===== src/rtl/core/b64d_pkg.sv =====
// Shared types and character constants for the base64 stream decoder.
`default_nettype none

package b64d_pkg;

  localparam logic [7:0] CHAR_UPPER_A = 8'h41;
  localparam logic [7:0] CHAR_UPPER_Z = 8'h5A;
  localparam logic [7:0] CHAR_LOWER_A = 8'h61;
  localparam logic [7:0] CHAR_LOWER_Z = 8'h7A;
  localparam logic [7:0] CHAR_ZERO    = 8'h30;
  localparam logic [7:0] CHAR_NINE    = 8'h39;
  localparam logic [7:0] CHAR_PLUS    = 8'h2B;
  localparam logic [7:0] CHAR_SLASH   = 8'h2F;
  localparam logic [7:0] CHAR_DASH    = 8'h2D;
  localparam logic [7:0] CHAR_EQUAL   = 8'h3D;
  localparam logic [7:0] CHAR_UNDER   = 8'h5F;

  localparam logic [7:0] LOWER_BASE = 8'd26;
  localparam logic [7:0] DIGIT_BASE = 8'd52;
  localparam logic [5:0] SEXTET_PLUS  = 6'd62;
  localparam logic [5:0] SEXTET_SLASH = 6'd63;

  localparam int CountWidth = 16;
  localparam int DataWidth  = 32;

  // Register word addresses on the configuration port.
  localparam logic REG_MAX_OUTPUT_BYTES = 1'b0;

  typedef struct packed {
    logic       digit;   // character belongs to the alphabet
    logic       pad;     // '=' or '_'
    logic [5:0] sextet;  // value when digit is set
  } char_class_t;

endpackage

`default_nettype wire


===== src/rtl/core/b64d_char_class.sv =====
// Character classifier: maps one ASCII character to its base64 digit or pad flag.
`default_nettype none

module b64d_char_class (
  input  wire logic [7:0]           ch,
  output b64d_pkg::char_class_t     cls
);
  import b64d_pkg::*;

  logic [7:0] upper_off;
  logic [7:0] lower_off;
  logic [7:0] digit_off;

  assign upper_off = ch - CHAR_UPPER_A;
  assign lower_off = ch - CHAR_LOWER_A + LOWER_BASE;
  assign digit_off = ch - CHAR_ZERO + DIGIT_BASE;

  always_comb begin
    cls.digit  = 1'b1;
    cls.pad    = 1'b0;
    cls.sextet = '0;
    if (ch inside {[CHAR_UPPER_A:CHAR_UPPER_Z]}) begin
      cls.sextet = upper_off[5:0];
    end else if (ch inside {[CHAR_LOWER_A:CHAR_LOWER_Z]}) begin
      cls.sextet = lower_off[5:0];
    end else if (ch inside {[CHAR_ZERO:CHAR_NINE]}) begin
      cls.sextet = digit_off[5:0];
    end else if (ch == CHAR_PLUS) begin
      cls.sextet = SEXTET_PLUS;
    end else if (ch inside {CHAR_SLASH, CHAR_DASH}) begin
      cls.sextet = SEXTET_SLASH;
    end else begin
      cls.digit = 1'b0;
      cls.pad   = (ch inside {CHAR_EQUAL, CHAR_UNDER});
    end
  end

endmodule

`default_nettype wire


===== src/rtl/core/base64_stream_decoder.sv =====
// Top level of the base64 stream decoder: input stage, group decoder, result stage, APB.
//
//   channel   dir  handshake          payload
//   s_*       in   s_tvalid/s_tready  s_tdata[7:0] input_char, s_tlast last_char
//   m_*       out  m_tvalid/m_tready  m_tdata data_byte/decode_error/byte_count,
//                                     m_tlast done_res, m_tuser byte_valid
//   apb       in   psel/penable       register 0 max_output_bytes at byte address 0
//
// Every request gives exactly one result, held first in the input register and then
// in the output register. One request is taken per cycle while m_tready does not stall
// the output: the input register feeds the character classifier and group decoder,
// whose result lands in the output register. The per-string state advances when a
// request moves from input to output register. A stall on m_tready holds the output
// register, then the input register, and then drops s_tready. Reset (rst, synchronous)
// empties both stages, clears the string state and restores max_output_bytes to 65535.
`default_nettype none

module base64_stream_decoder (
  input  wire logic        clk,
  input  wire logic        rst,
  // input_char [7:0]
  input  wire logic [7:0]  s_tdata,
  input  wire logic        s_tlast,
  input  wire logic        s_tvalid,
  output logic             s_tready,
  // data_byte [7:0], decode_error [8], byte_count [24:9], zeros [31:25]
  output logic [b64d_pkg::DataWidth-1:0] m_tdata,
  // byte_valid [0]
  output logic             m_tuser,
  output logic             m_tlast,
  output logic             m_tvalid,
  input  wire logic        m_tready,
  input  wire logic        psel,
  input  wire logic        penable,
  input  wire logic        pwrite,
  input  wire logic [2:0]  paddr,
  input  wire logic [31:0] pwdata,
  output logic [31:0]      prdata,
  output logic             pready
);
  import b64d_pkg::*;

  typedef enum logic [1:0] {
    POS_FIRST  = 2'd0,
    POS_SECOND = 2'd1,
    POS_THIRD  = 2'd2,
    POS_FOURTH = 2'd3
  } group_pos_t;

  // Configuration register.
  logic [CountWidth-1:0] max_output_bytes;

  // Input stage.
  logic       in_valid;
  logic [7:0] in_char;
  logic       in_last;

  // Per-string state.
  group_pos_t            pos;
  logic [5:0]            prev_sextet;
  logic                  pad_seen;
  logic                  failed;
  logic [CountWidth-1:0] count;

  group_pos_t            pos_next;
  logic [5:0]            prev_sextet_next;
  logic                  pad_seen_next;
  logic                  failed_next;
  logic [CountWidth-1:0] count_next;

  // Decoder results.
  logic                  emit_try;
  logic                  emit;
  logic [7:0]            cand_byte;
  logic [7:0]            res_byte;
  logic                  res_error;
  logic [CountWidth-1:0] res_count;

  char_class_t cls;
  logic        advance;
  logic        cfg_write;

  // Move a request forward when the output register is empty or is being drained.
  assign advance  = in_valid && (!m_tvalid || m_tready);
  assign s_tready = !in_valid || advance;

  assign pready    = 1'b1;
  assign cfg_write = psel && penable && pwrite && pready && (paddr[2] == REG_MAX_OUTPUT_BYTES);
  assign prdata    = (paddr[2] == REG_MAX_OUTPUT_BYTES) ?
                     {{(32-CountWidth){1'b0}}, max_output_bytes} : 32'd0;

  b64d_char_class u_char_class (
    .ch  (in_char),
    .cls (cls)
  );

  // Group decoder: one character against the string state.
  always_comb begin
    pos_next         = pos;
    prev_sextet_next = prev_sextet;
    pad_seen_next    = pad_seen;
    failed_next      = failed;
    count_next       = count;
    emit_try         = 1'b0;
    emit             = 1'b0;
    cand_byte        = '0;

    if (!failed) begin
      case (pos)
        POS_FIRST: begin
          // A digit after a completed padded group is an error.
          if (pad_seen || !cls.digit) begin
            failed_next = 1'b1;
          end else begin
            prev_sextet_next = cls.sextet;
            pos_next         = POS_SECOND;
          end
        end
        POS_SECOND: begin
          if (!cls.digit) begin
            failed_next = 1'b1;
          end else begin
            emit_try         = 1'b1;
            cand_byte        = {prev_sextet, cls.sextet[5:4]};
            prev_sextet_next = cls.sextet;
            pos_next         = POS_THIRD;
          end
        end
        POS_THIRD: begin
          if (cls.pad) begin
            pad_seen_next = 1'b1;
            pos_next      = POS_FOURTH;
          end else if (!cls.digit) begin
            failed_next = 1'b1;
          end else begin
            emit_try         = 1'b1;
            cand_byte        = {prev_sextet[3:0], cls.sextet[5:2]};
            prev_sextet_next = cls.sextet;
            pos_next         = POS_FOURTH;
          end
        end
        POS_FOURTH: begin
          if (cls.pad) begin
            pad_seen_next = 1'b1;
            pos_next      = POS_FIRST;
          end else if (pad_seen || !cls.digit) begin
            // A digit after a pad in the third place.
            failed_next = 1'b1;
          end else begin
            emit_try  = 1'b1;
            cand_byte = {prev_sextet[1:0], cls.sextet};
            pos_next  = POS_FIRST;
          end
        end
        default: begin
          failed_next = 1'b1;
        end
      endcase

      // Capacity check: drop the byte and fail once the buffer is full.
      if (emit_try) begin
        if (count < max_output_bytes) begin
          emit       = 1'b1;
          count_next = count + 1'b1;
        end else begin
          failed_next = 1'b1;
        end
      end
    end

    // A string that ends with a lone character in its last group fails.
    if (in_last && !failed_next && pos_next == POS_SECOND) begin
      failed_next = 1'b1;
    end

    res_byte  = emit ? cand_byte : 8'd0;
    res_error = in_last && failed_next;
    res_count = (in_last && !failed_next) ? count_next : '0;
  end

  always_ff @(posedge clk) begin
    if (rst) begin
      max_output_bytes <= '1;
      in_valid         <= 1'b0;
      m_tvalid         <= 1'b0;
      pos              <= POS_FIRST;
      prev_sextet      <= '0;
      pad_seen         <= 1'b0;
      failed           <= 1'b0;
      count            <= '0;
    end else begin
      if (cfg_write) begin
        max_output_bytes <= pwdata[CountWidth-1:0];
      end

      // Input register: load on accept, empty when its request advances.
      if (s_tvalid && s_tready) begin
        in_valid <= 1'b1;
        in_char  <= s_tdata;
        in_last  <= s_tlast;
      end else if (advance) begin
        in_valid <= 1'b0;
      end

      if (advance) begin
        m_tvalid <= 1'b1;
        m_tuser  <= emit;
        m_tlast  <= in_last;
        m_tdata  <= {{(DataWidth-9-CountWidth){1'b0}}, res_count, res_error, res_byte};
        // Return to the start state after the last character of a string.
        if (in_last) begin
          pos         <= POS_FIRST;
          prev_sextet <= '0;
          pad_seen    <= 1'b0;
          failed      <= 1'b0;
          count       <= '0;
        end else begin
          pos         <= pos_next;
          prev_sextet <= prev_sextet_next;
          pad_seen    <= pad_seen_next;
          failed      <= failed_next;
          count       <= count_next;
        end
      end else if (m_tready) begin
        m_tvalid <= 1'b0;
      end
    end
  end

  // An error result never carries a byte count.
  assert property (@(posedge clk) disable iff (rst)
    m_tvalid && m_tdata[8] |-> m_tdata[8+CountWidth:9] == '0)
    else $error("error result carries a nonzero byte count");

  // Status fields stay clear on results that do not end a string.
  assert property (@(posedge clk) disable iff (rst)
    m_tvalid && !m_tlast |-> !m_tdata[8] && m_tdata[8+CountWidth:9] == '0)
    else $error("status reported before the end of the string");

  // String state is back at its start after the last character moves on.
  assert property (@(posedge clk) disable iff (rst)
    advance && in_last |=> pos == POS_FIRST && count == '0 && !failed && !pad_seen)
    else $error("string state not cleared after the last character");

  // A full input stage with a stalled output refuses new requests.
  assert property (@(posedge clk) disable iff (rst)
    in_valid && m_tvalid && !m_tready |-> !s_tready)
    else $error("input accepted while both stages are stalled");

endmodule

`default_nettype wire


===== config.mk =====
export PLATFORM = sky130hd
export DESIGN_NAME = base64_stream_decoder
export DESIGN_NICKNAME = d
export VERILOG_FILES = /design/src/rtl/core/b64d_pkg.sv /design/src/rtl/core/b64d_char_class.sv /design/src/rtl/core/base64_stream_decoder.sv
export SDC_FILE = /design/constraint.sdc
export NUM_CORES = 1
export LEC_CHECK = 0
export BUFFER_PORTS_ARGS = -buffer_cell sky130_fd_sc_hd__buf_2
export CAP_MARGIN = 20
export CORE_MARGIN = 3
export CORE_UTILIZATION = 50
export DETAILED_ROUTE_END_ITERATION = 16
export PLACE_DENSITY = 0.75
export RECOVER_POWER = 50
export SETUP_SLACK_MARGIN = 0.3
export SLEW_MARGIN = 20
export SYNTH_ARGS = -nofsm -noshare
export SYNTH_HDL_FRONTEND = slang
export SYNTH_SLANG_ARGS = --single-unit

===== constraint.sdc =====
create_clock -name clk -period 3.6 [get_ports clk]
set_input_delay 0.18 -clock clk [delete_from_list [all_inputs] [get_ports clk]]
set_output_delay 0.18 -clock clk [all_outputs]
set_load 0.005 [all_outputs]

==> summary.txt, run 1 <==
Place
  – Final Wtd Congestion: 0.918
  – IO Port Bufs: 77
  – DP HPWL: 8.24 mm
  – Dpl cell area: between 5000 and 6000 um^2
  – DP Worst Slack: 0.240 ns

Yosys
  – Post-synth top area cell: edfxtp_1
  – Yosys top cell area share: between 20% and 30%
  – Library cells used by synthesis: 65
  – Synthesized instance count: 559
  – Post-Syn Area: 4970 um^2
  – Ys async rst share: 0%
  – FF+latch count, synth: 80
  – EDFF count, synth: 36
  – Mean Syn Cell Area: 8.90 um^2
  – Seq/Total Area, Yosys: roughly two fifths
  – Syn. warnings: 0
  – Synth top area cells: edfxtp_1 22%, dfxtp_1 18%, ha_1 7.3%
  – Top FF cell, synth: dfxtp_1

Timing
  – Worst-Margin Slew: 1.49 ns
  – Max transition margin: less than 1%
  – Setup TNS: 0 ns
  – Period utilization: 88.8%
  – Slew Limit Fails: 0
  – Unrepaired setup endpoints after global routing: yes
  – Final setup violation count: 0
  – Period minus WS final: 3.20 ns
  – Fin. Hold Viols: 0
  – Slack of the critical path: 0.403 ns
  – Skew final: about 0.011 ns
  – Fmax: 0.313 GHz

Critical path
  – Startpoint types: flop
  – R2r worst-path depth: 8
  – Crit path from: in_char[3]
  – CP max FO: 16
  – Critical Path RT: 3.81 ns
  – Reg2reg end: m_tdata[17]
  – CP Class: reg -> reg
  – CP arrival: about 3.4 ns
  – Critical Path Sink: m_tdata[17]
  – Crit. End Element: flop
  – R2R Path Start: in_char[3]
  – FF-to-FF setup slack: slightly above 0.4 ns

Floorplanning
  – Starting Density: between 50% and 60%
  – Chip Height: 106 um
  – Number of top-level pins: 120
  – Die X: 106 um
  – # rows: 35
  – Core Region: 9460 um^2
  – Die Area: 11200 um^2

Drt
  – DR iter-0 viols: about 400
  – Remaining antenna violation count: 0
  – Routed wire length: ~12 mm
  – Via Count: 4394
  – Drt via density: 5.78
  – Drt drc: 0
  – Wire per inst: 15.2 um
  – Drt first pass iters: 5

Clocking
  – Clock root cell: clkbuf_8
  – Clk buf depth: 2
  – Clock transition at the registers of the reported paths: approximately 0.09 ns
  – Worst skew pair latency: 0.35 ns
  – CTS tree: done
  – CTS sink cnt: 80
  – CTS H-tree lvls: 3
  – Cts bufs inserted: 9

Job
  – Max-cap violations: 1

Layout
  – Fin area: 5590 um^2
  – Layout cells sized above 1: about 14%
  – Nets: 706
  – Final core utilization: 59.0%
  – Fill count: 856
  – Area Growth Syn to Fin: 12.3%
  – Antenna cells: 0

Power and ir drop
  – Lkg Pwr: approximately 2.2 nW
  – Peak VDD IR: 200 uV
  – Pwr Density: 337 nW/um^2

Global route
  – Total gr overflow: 0
  – Vias in the first global route: 3957
  – Initial antenna violation count: 0
  – First-pass GRT wire length: about 19 mm
  – Largest net degree at the start of global routing: 33
  – Gr usage total: 20.3%

Worst hold path
  – Hold WC Path Type: in -> reg

Status
  – Violated checks: max-capacitance violations
  – Status: finished with violations
worst min-delay path by stage:
stage	start	to	slack, ns	cells past startpoint
final	s_tdata[3]	in_char[3]	0.009	1
after global routing	s_tdata[4]	in_char[4]	0.001	1
after CTS	s_tdata[3]	in_char[3]	0.0004	1
after detailed placement	s_tdata[0]	in_char[0]	0.36	1
after global placement	s_tdata[1]	in_char[1]	0.36	1
after floorplan	s_tdata[0]	in_char[0]	0.28	0
registers in the layout, indices dropped and copies added (netlist names), 2 cells and up:
register          flops
m_tdata              25
max_output_bytes     16
in_char               8
pos                   2
count                16
prev_sextet           6
cells in the mapped netlist (all sizes together), types with 3 or more instances:
master / instances
a21o: 6
xnor2: 4
dfxtp: 44
nand3: 22
a311oi: 3
nand4: 4
mux2i: 3
a41oi: 3
xor2: 13
buf: 32
nand3b: 4
and3: 10
ha: 29
a31oi: 17
nand2: 44
edfxtp: 36
or3: 12
and2: 5
a211oi: 5
a221oi: 3
a211o: 3
and4: 4
a222oi: 6
nor4: 4
o211ai: 19
inv: 32
nand2b: 7
nor2b: 7
a22oi: 10
nor3: 6
o21ai: 17
nor2: 62
clkbuf: 22
a21oi: 33
final cells by class:
type                            instances  area, um^2  share of cell area [%]
Timing Repair Buffer                   88         449                    8.04
Tap cell                              129         161                    2.89
Clock buffer                           10         138                    2.46
Multi-Input combinational cell        414        2680                    48.0
Sequential cell                        80        1960                    35.1
Inverter                               33         124                    2.22
Clock inverter                          6        72.6                    1.30
per-stage QoR:
step                      power, mW  hold slack, ns  instances
after global placement         1.19           0.357        738
after global routing           1.95         0.00129        760
after CTS                      1.89        0.000407        760
after floorplan                1.15           0.279        581
after detailed placement       1.20           0.358        738
final                          1.88         0.00922        760
repair_timing:
action,CTS,global route
buffers inserted,2,0
pin swaps,0,0
resized for setup,0,2
hold buffers,4,0
endpoints found under the setup margin,1,32
endpoints found under the hold margin,4,0
critical path: stages, from the launching register on:
cell	delay, ns
edfxtp_1	0.52
ha_1	0.34
a21o_1	0.24
a311oi_4	0.42
a22oi_4	0.20
a221oi_4	0.37
nand2_2	0.25
or4_1	0.55
a21oi_1	0.16
layer usage:
metal	vias up	routed length (um)	global-route usage [%]
li1	2129	-	-
met1	2008	5410	29.5
met2	236	4970	30.6
met3	21	998	3.43
met4	0	170	6.48
met5	-	0	0
placed cells by master (no fill, tap or decap), types with 19 or more instances in the layout:
cell / instances
edfxtp_1: 36
dfxtp_1: 44
a21oi_1: 33
conb_1: 24
buf_2: 46
o211ai_1: 19
nor2_1: 61
clkbuf_1: 23
ha_1: 29
nand2_1: 42
nand3_1: 22
inv_1: 32
cells by family after synthesis:
| kind of cell | after synthesis | synth area share (%) |
|---|---|---|
| buffers and inverters | 87 | 8.68 |
| adders and majority gates | 29 | 7.30 |
| xor gates and xnor gates | 17 | 2.99 |
| other | 2 | 0.151 |
| AOI/OAI and AO/OA | 144 | 21.1 |
| DFF | 80 | 39.4 |
| muxes | 3 | 0.604 |
| and+or+nand+nor | 197 | 19.7 |
power by group:
| part | internal (mW) | switching [mW] |
|---|---|---|
| registers | 0.969 | 0.0172 |
| logic | 0.0745 | 0.122 |
| clock network | 0.350 | 0.352 |
| total | 1.39 | 0.490 |
(Power assumes the default switching activity.)
==> run 2: changes to the inputs <==
Settings changed: BUFFER_PORTS_ARGS -buffer_cell sky130_fd_sc_hd__buf_2 to -buffer_cell sky130_fd_sc_hd__buf_4.
==> run 2 against run 1 <==
  * First-iteration DRC count increased by 15%
  * Clock skew about the same
  * The flow now finishes without violations
  * Via count decreased by 0.59%
  * Sequential share of layout area decreased by 1.7 points
  * Clock-buffer cell count unchanged
  * Largest power group unchanged
  * Utilization increased by 3.0 points
  * Critical path type unchanged
  * Final cell count increased by 0.66%
==> summary.txt, run 2 (synthesis gave the netlist of run 1 again) <==
Global route
  – Vias in the first global route: between 3k and 4k
  – First-pass GRT wire length: roughly 19 mm
  – Largest net degree at the start of global routing: 33
  – Initial antenna violation count: 0
  – Gr usage total: 20.1%
  – Total gr overflow: 0

Critical path
  – Crit. End Element: flop
  – R2r worst-path depth: 10
  – R2R Path Start: in_char[2]
  – Critical Path RT: 3.87 ns
  – CP arrival: around 3.4 ns
  – Reg2reg end: count[2]
  – Startpoint types: flop
  – FF-to-FF setup slack: approximately 0.43 ns
  – CP max FO: 11
  – CP Class: reg -> reg

Timing
  – Max transition margin: about a third
  – Final setup violation count: 0
  – Fmax: 0.316 GHz
  – Fin. Hold Viols: 0
  – Period minus WS final: 3.17 ns
  – Worst-Margin Slew: 0.983 ns
  – Unrepaired setup endpoints after global routing: no
  – Slew Limit Fails: 0
  – Period utilization: 88.0%
  – Setup TNS: 0 ns
  – Skew final: between 0.01 and 0.015 ns

Layout
  – Layout cells sized above 1: 17.6%
  – Fin area: roughly 6000 um^2
  – Antenna cells: 0
  – Most common cell after layout, fill and taps aside: nor2_1
  – Non-Filler Instances: 765
  – Largest register FFs: 25
  – Area Growth Syn to Fin: 18.0%
  – Biggest registers after layout: m_tdata x25, count x16, max_output_bytes x16
  – Most flop-heavy register: m_tdata
  – Nets: 711
  – Commonest non-fill, non-tap cells in the layout: 61 x nor2_1, 53 x clkbuf_4, 44 x dfxtp_1

Drt
  – Drt drc: 0
  – DR iter-0 viols: 455
  – Routed wire length: 11.4 mm
  – Wire per inst: ~15 um
  – Drt first pass iters: 5
  – Drt via density: about 5.7
  – Remaining antenna violation count: 0
  – Via Count: 4368

Power and ir drop
  – Pwr Density: 331 nW/um^2
  – Comb pwr share: a little under an eighth
  – Clock Power Share: 37.8%
  – Peak VDD IR: 210 uV
  – Switching fraction of total power: approximately 25%
  – Int Pwr: 1.46 mW
  – Lkg Pwr: 2.38 nW
  – Sequential power share: 50.8%
  – P_sw: 0.477 mW

Job
  – Max-cap violations: 0

Place
  – DP HPWL: 8.18 mm
  – Dpl cell area: about 5600 um^2
  – IO Port Bufs: 77
  – Placed cell count: ~740
  – Final Wtd Congestion: 0.921

Clocking
  – Clk buf depth: 2
  – CTS sink cnt: 80
  – Clock root cell: clkbuf_8
  – CTS tree: done
  – CTS H-tree lvls: 3
  – Post-CTS setup buffers: 0
  – Worst skew pair latency: 0.35 ns
  – Cts bufs inserted: 9
  – Clock transition at the registers of the reported paths: 0.09 ns

Worst hold path
  – Hold Path End: in_last
  – Hold-critical path depth: 1
  – Hold WC Path Type: in -> reg
  – Hold path start: s_tlast

Floorplanning
  – Number of top-level pins: 120
  – Core Region: 9460 um^2
  – Chip Height: 106 um
  – Die X: about 110 um
  – Starting Density: 52.6%
  – # rows: 35
  – Die Area: between 10000 and 15000 um^2

Status
  – Status: complete, no violations
[run 2: routing by layer]
metal	track usage [%]	share of wire [%]
met5	0	0
met4	6.38	1.3
met3	2.82	7.2
met2	30.2	44
met1	29.8	48
[run 2: power by group through the flow]
stage | registers [mW] | logic, mW | clock network (mW)
floorplan | 1.00 | 0.144 | 0
global placement | 1.01 | 0.209 | 0
detailed placement | 1.01 | 0.212 | 0
CTS | 0.985 | 0.220 | 0.743
global route | 0.989 | 0.243 | 0.783
finish | 0.985 | 0.221 | 0.734
[run 2: final cells by class]
type,instances,area (um^2)
inverters,33,124
clock buffers,10,128
well taps,129,161
flip-flops and latches,80,1960
multi-input cells,414,2690
repair buffers,93,714
fillers,814,3590
clock inverters,6,91.3
[run 2: how the worst max path moves through the flow]
stage,end,slack [ns],startpoint
after global routing,m_tdata[17],0.30,in_char[2]
final,count[2],0.43,in_char[2]
after detailed placement,m_tdata[17],0.44,in_char[0]
after floorplan,m_tdata[12],0.71,in_char[2]
after CTS,m_tdata[17],0.31,in_char[0]
after global placement,m_tdata[13],0.54,in_char[3]
[run 2: critical path, stage by stage, from the launching register on]
cell and delay, ns:
edfxtp_1 0.40, buf_4 0.19, ha_1 0.31, a21o_1 0.24, a311oi_4 0.43, a22oi_4 0.20, a221oi_4 0.41, buf_4 0.24
nand3_1 0.15, or3_1 0.33, a31oi_1 0.18
[run 2: timing repair]
action,4_1_cts,5_1_grt
hold buffers,8,0
setup endpoints to repair,0,22
resized for setup,0,3
hold endpoints to repair,8,0
[run 2: per-stage QoR]
step / power, mW / setup WS (ns) / utilization (%) / hold WS, ns
after floorplan: 1.15 / 0.713 / - / 0.279
after global placement: 1.22 / 0.538 / 58.7 / 0.359
after detailed placement: 1.22 / 0.441 / 58.7 / 0.359
after CTS: 1.95 / 0.308 / 61.8 / 0.00304
after global routing: 2.02 / 0.304 / 62.0 / 0.0250
final: 1.94 / 0.432 / 62.0 / 0.0352
==> run 3: changes to the inputs <==
Settings changed: HOLD_SLACK_MARGIN from default to 0.06.
==> run 3 against run 2 <==
  * Via count is 1.6% higher
  * Fmax is 1.2% higher
  * Critical path type unchanged
  * Clock power is 0.7% higher
  * Clock skew increased by 0.0024 ns
  * Highest routed layer unchanged
==> summary.txt, run 3 (synthesis gave the netlist of run 1 again) <==
Layout
  – Antenna cells: 0
  – Commonest non-fill, non-tap cells in the layout: 61 x nor2_1, 52 x clkbuf_4, 44 x dfxtp_1
  – Register area: between 1500 and 2000 um^2
  – Most common cell after layout, fill and taps aside: nor2_1
  – Most flop-heavy register: m_tdata
  – Non-Filler Instances: 778
  – Layout cells sized above 1: 17.1%
  – Area Growth Syn to Fin: 20.5%
  – Nets: just over 700
  – Biggest registers after layout: m_tdata x25, count x16, max_output_bytes x16
  – Multi-input gate area: 2690 um^2
  – Fill count: 794
  – Final core utilization: 63.4%
  – Largest register FFs: 25

Floorplanning
  – Core Region: 9460 um^2
  – Die X: 106 um
  – Die Area: ~11000 um^2
  – Number of top-level pins: 120
  – Starting Density: 52.6%
  – # rows: 35
  – Chip Height: 106 um

Drt
  – Uppermost routed layer: met4
  – DR iter-0 viols: between 300 and 400
  – Via Count: between 4k and 5k
  – Met1 Wirelength: approximately 5.5 mm
  – Met3 wire len: slightly above 900 um
  – Met2 wire length: 5.09 mm
  – Drt first pass iters: 5
  – Wire per inst: 15.0 um
  – Remaining antenna violation count: 0
  – Drt via density: 5.70
  – Drt drc: 0
  – Routed wire length: 11.6 mm

Timing
  – Fin. Hold Viols: 0
  – Unrepaired setup endpoints after global routing: no
  – Final hold slack: roughly 0.066 ns
  – Slew Limit Fails: 0
  – Max transition margin: a little over a third
  – Period minus WS final: 3.13 ns
  – Setup TNS: 0 ns
  – Fmax: 0.319 GHz
  – Skew final: about 0.014 ns
  – Period utilization: 87.0%
  – Final setup violation count: 0
  – Worst-Margin Slew: 0.977 ns

Critical path
  – CP max FO: 11
  – CP arrival: 3.40 ns
  – Startpoint types: flop
  – CP Class: reg -> reg
  – Critical Path RT: 3.87 ns
  – Crit path largest cell delay: 0.43 ns
  – CP max-delay cell: a311oi_4
  – Crit path cell chain: buf_4 -> ha_1 -> a21o_1 -> a311oi_4 -> a22oi_4 -> a221oi_4 -> buf_4 -> nand3_1 -> or3_1 -> a31oi_1
  – Crit. End Element: flop
  – Cell mode on critical path: buf_4

Clocking
  – CTS tree: done
  – Clk buf depth: 2
  – CTS sink cnt: 80
  – Clock root cell: clkbuf_8
  – Worst skew pair latency: 0.36 ns
  – Post-CTS setup buffers: 0
  – Clock transition at the registers of the reported paths: 0.09 ns
  – CTS H-tree lvls: 3
  – Cts bufs inserted: 9

Place
  – Placed cell count: ~740
  – Final Wtd Congestion: approximately 0.92
  – DP HPWL: 8.18 mm
  – IO Port Bufs: 77

Global route
  – Initial antenna violation count: 0
  – Vias in the first global route: between 4k and 5k
  – First-pass GRT wire length: 19.4 mm
  – Largest net degree at the start of global routing: 33
  – Gr usage total: 20.6%
  – Total gr overflow: 0

Power and ir drop
  – Comb pwr share: 11.9%
  – Sequential power share: 50.4%
  – P_sw: ~0.48 mW
  – Switching fraction of total power: 24.8%
  – Total power: 1.96 mW
  – Lkg Pwr: approximately 2.4 nW
  – Peak VDD IR: 208 uV
  – Int Pwr: 1.47 mW
  – Pwr Density: 326 nW/um^2
  – Clock Power Share: a little under two fifths

Status
  – Status: complete, no violations

Job
  – Max-cap violations: 0

Worst hold path
  – Hold WC Path Type: in -> reg
run 3: power by group through the flow:
| stage | logic [mW] | clock network (mW) | registers, mW |
|---|---|---|---|
| detailed placement | 0.212 | 0 | 1.01 |
| CTS | 0.231 | 0.743 | 0.985 |
| global placement | 0.209 | 0 | 1.01 |
| finish | 0.232 | 0.739 | 0.985 |
| floorplan | 0.144 | 0 | 1.00 |
| global route | 0.256 | 0.781 | 0.989 |
run 3: stage by stage:
step           worst slack (ns)  area (um^2)
2_1_floorplan             0.713         5060
3_3_place_gp              0.538         5550
3_5_place_dp              0.441         5550
4_1_cts                   0.308         5980
5_1_grt                   0.305         5990
6_report                  0.468         5990
run 3: repair_timing:
| action | CTS | global route |
|---|---|---|
| hold buffers | 21 | 0 |
| endpoints found under the setup margin | 0 | 22 |
| endpoints found under the hold margin | 21 | 0 |
| resized for setup | 0 | 3 |
run 3: area by class of cell:
class                   count  area share, %
multi-input cells         414           44.8
flip-flops and latches     80           32.7
repair buffers            106           14.0
well taps                 129           2.69
clock buffers              10           2.13
inverters                  33           2.07
clock inverters             6           1.52
run 3: critical path: cells and delay by family, from the launching register on:
family	cells	cell delay, ns
AO/OA/AOI/OAI	5	1.45
adder cells (fa/ha/maj)	1	0.30
flip-flops	1	0.40
AND/OR/NAND/NOR	2	0.47
buffers and inverters	2	0.43
run 3: path summary, 6_finish.rpt:
kind                                startpoint                   to  slack (ns)  cells past startpoint
worst min-delay path                 pwdata[8]  max_output_bytes[8]        0.07                      3
worst min register to register  prev_sextet[3]       prev_sextet[3]        0.49                      2
worst max register to register      in_char[2]             count[2]        0.47                     10
worst max-delay path                in_char[2]             count[2]        0.47                     10
run 3: layer usage:
layer,vias up,track usage [%]
li1,2169,-
met1,2021,30.4
met2,229,31.2
met3,18,3.18
met4,0,6.20
met5,-,0
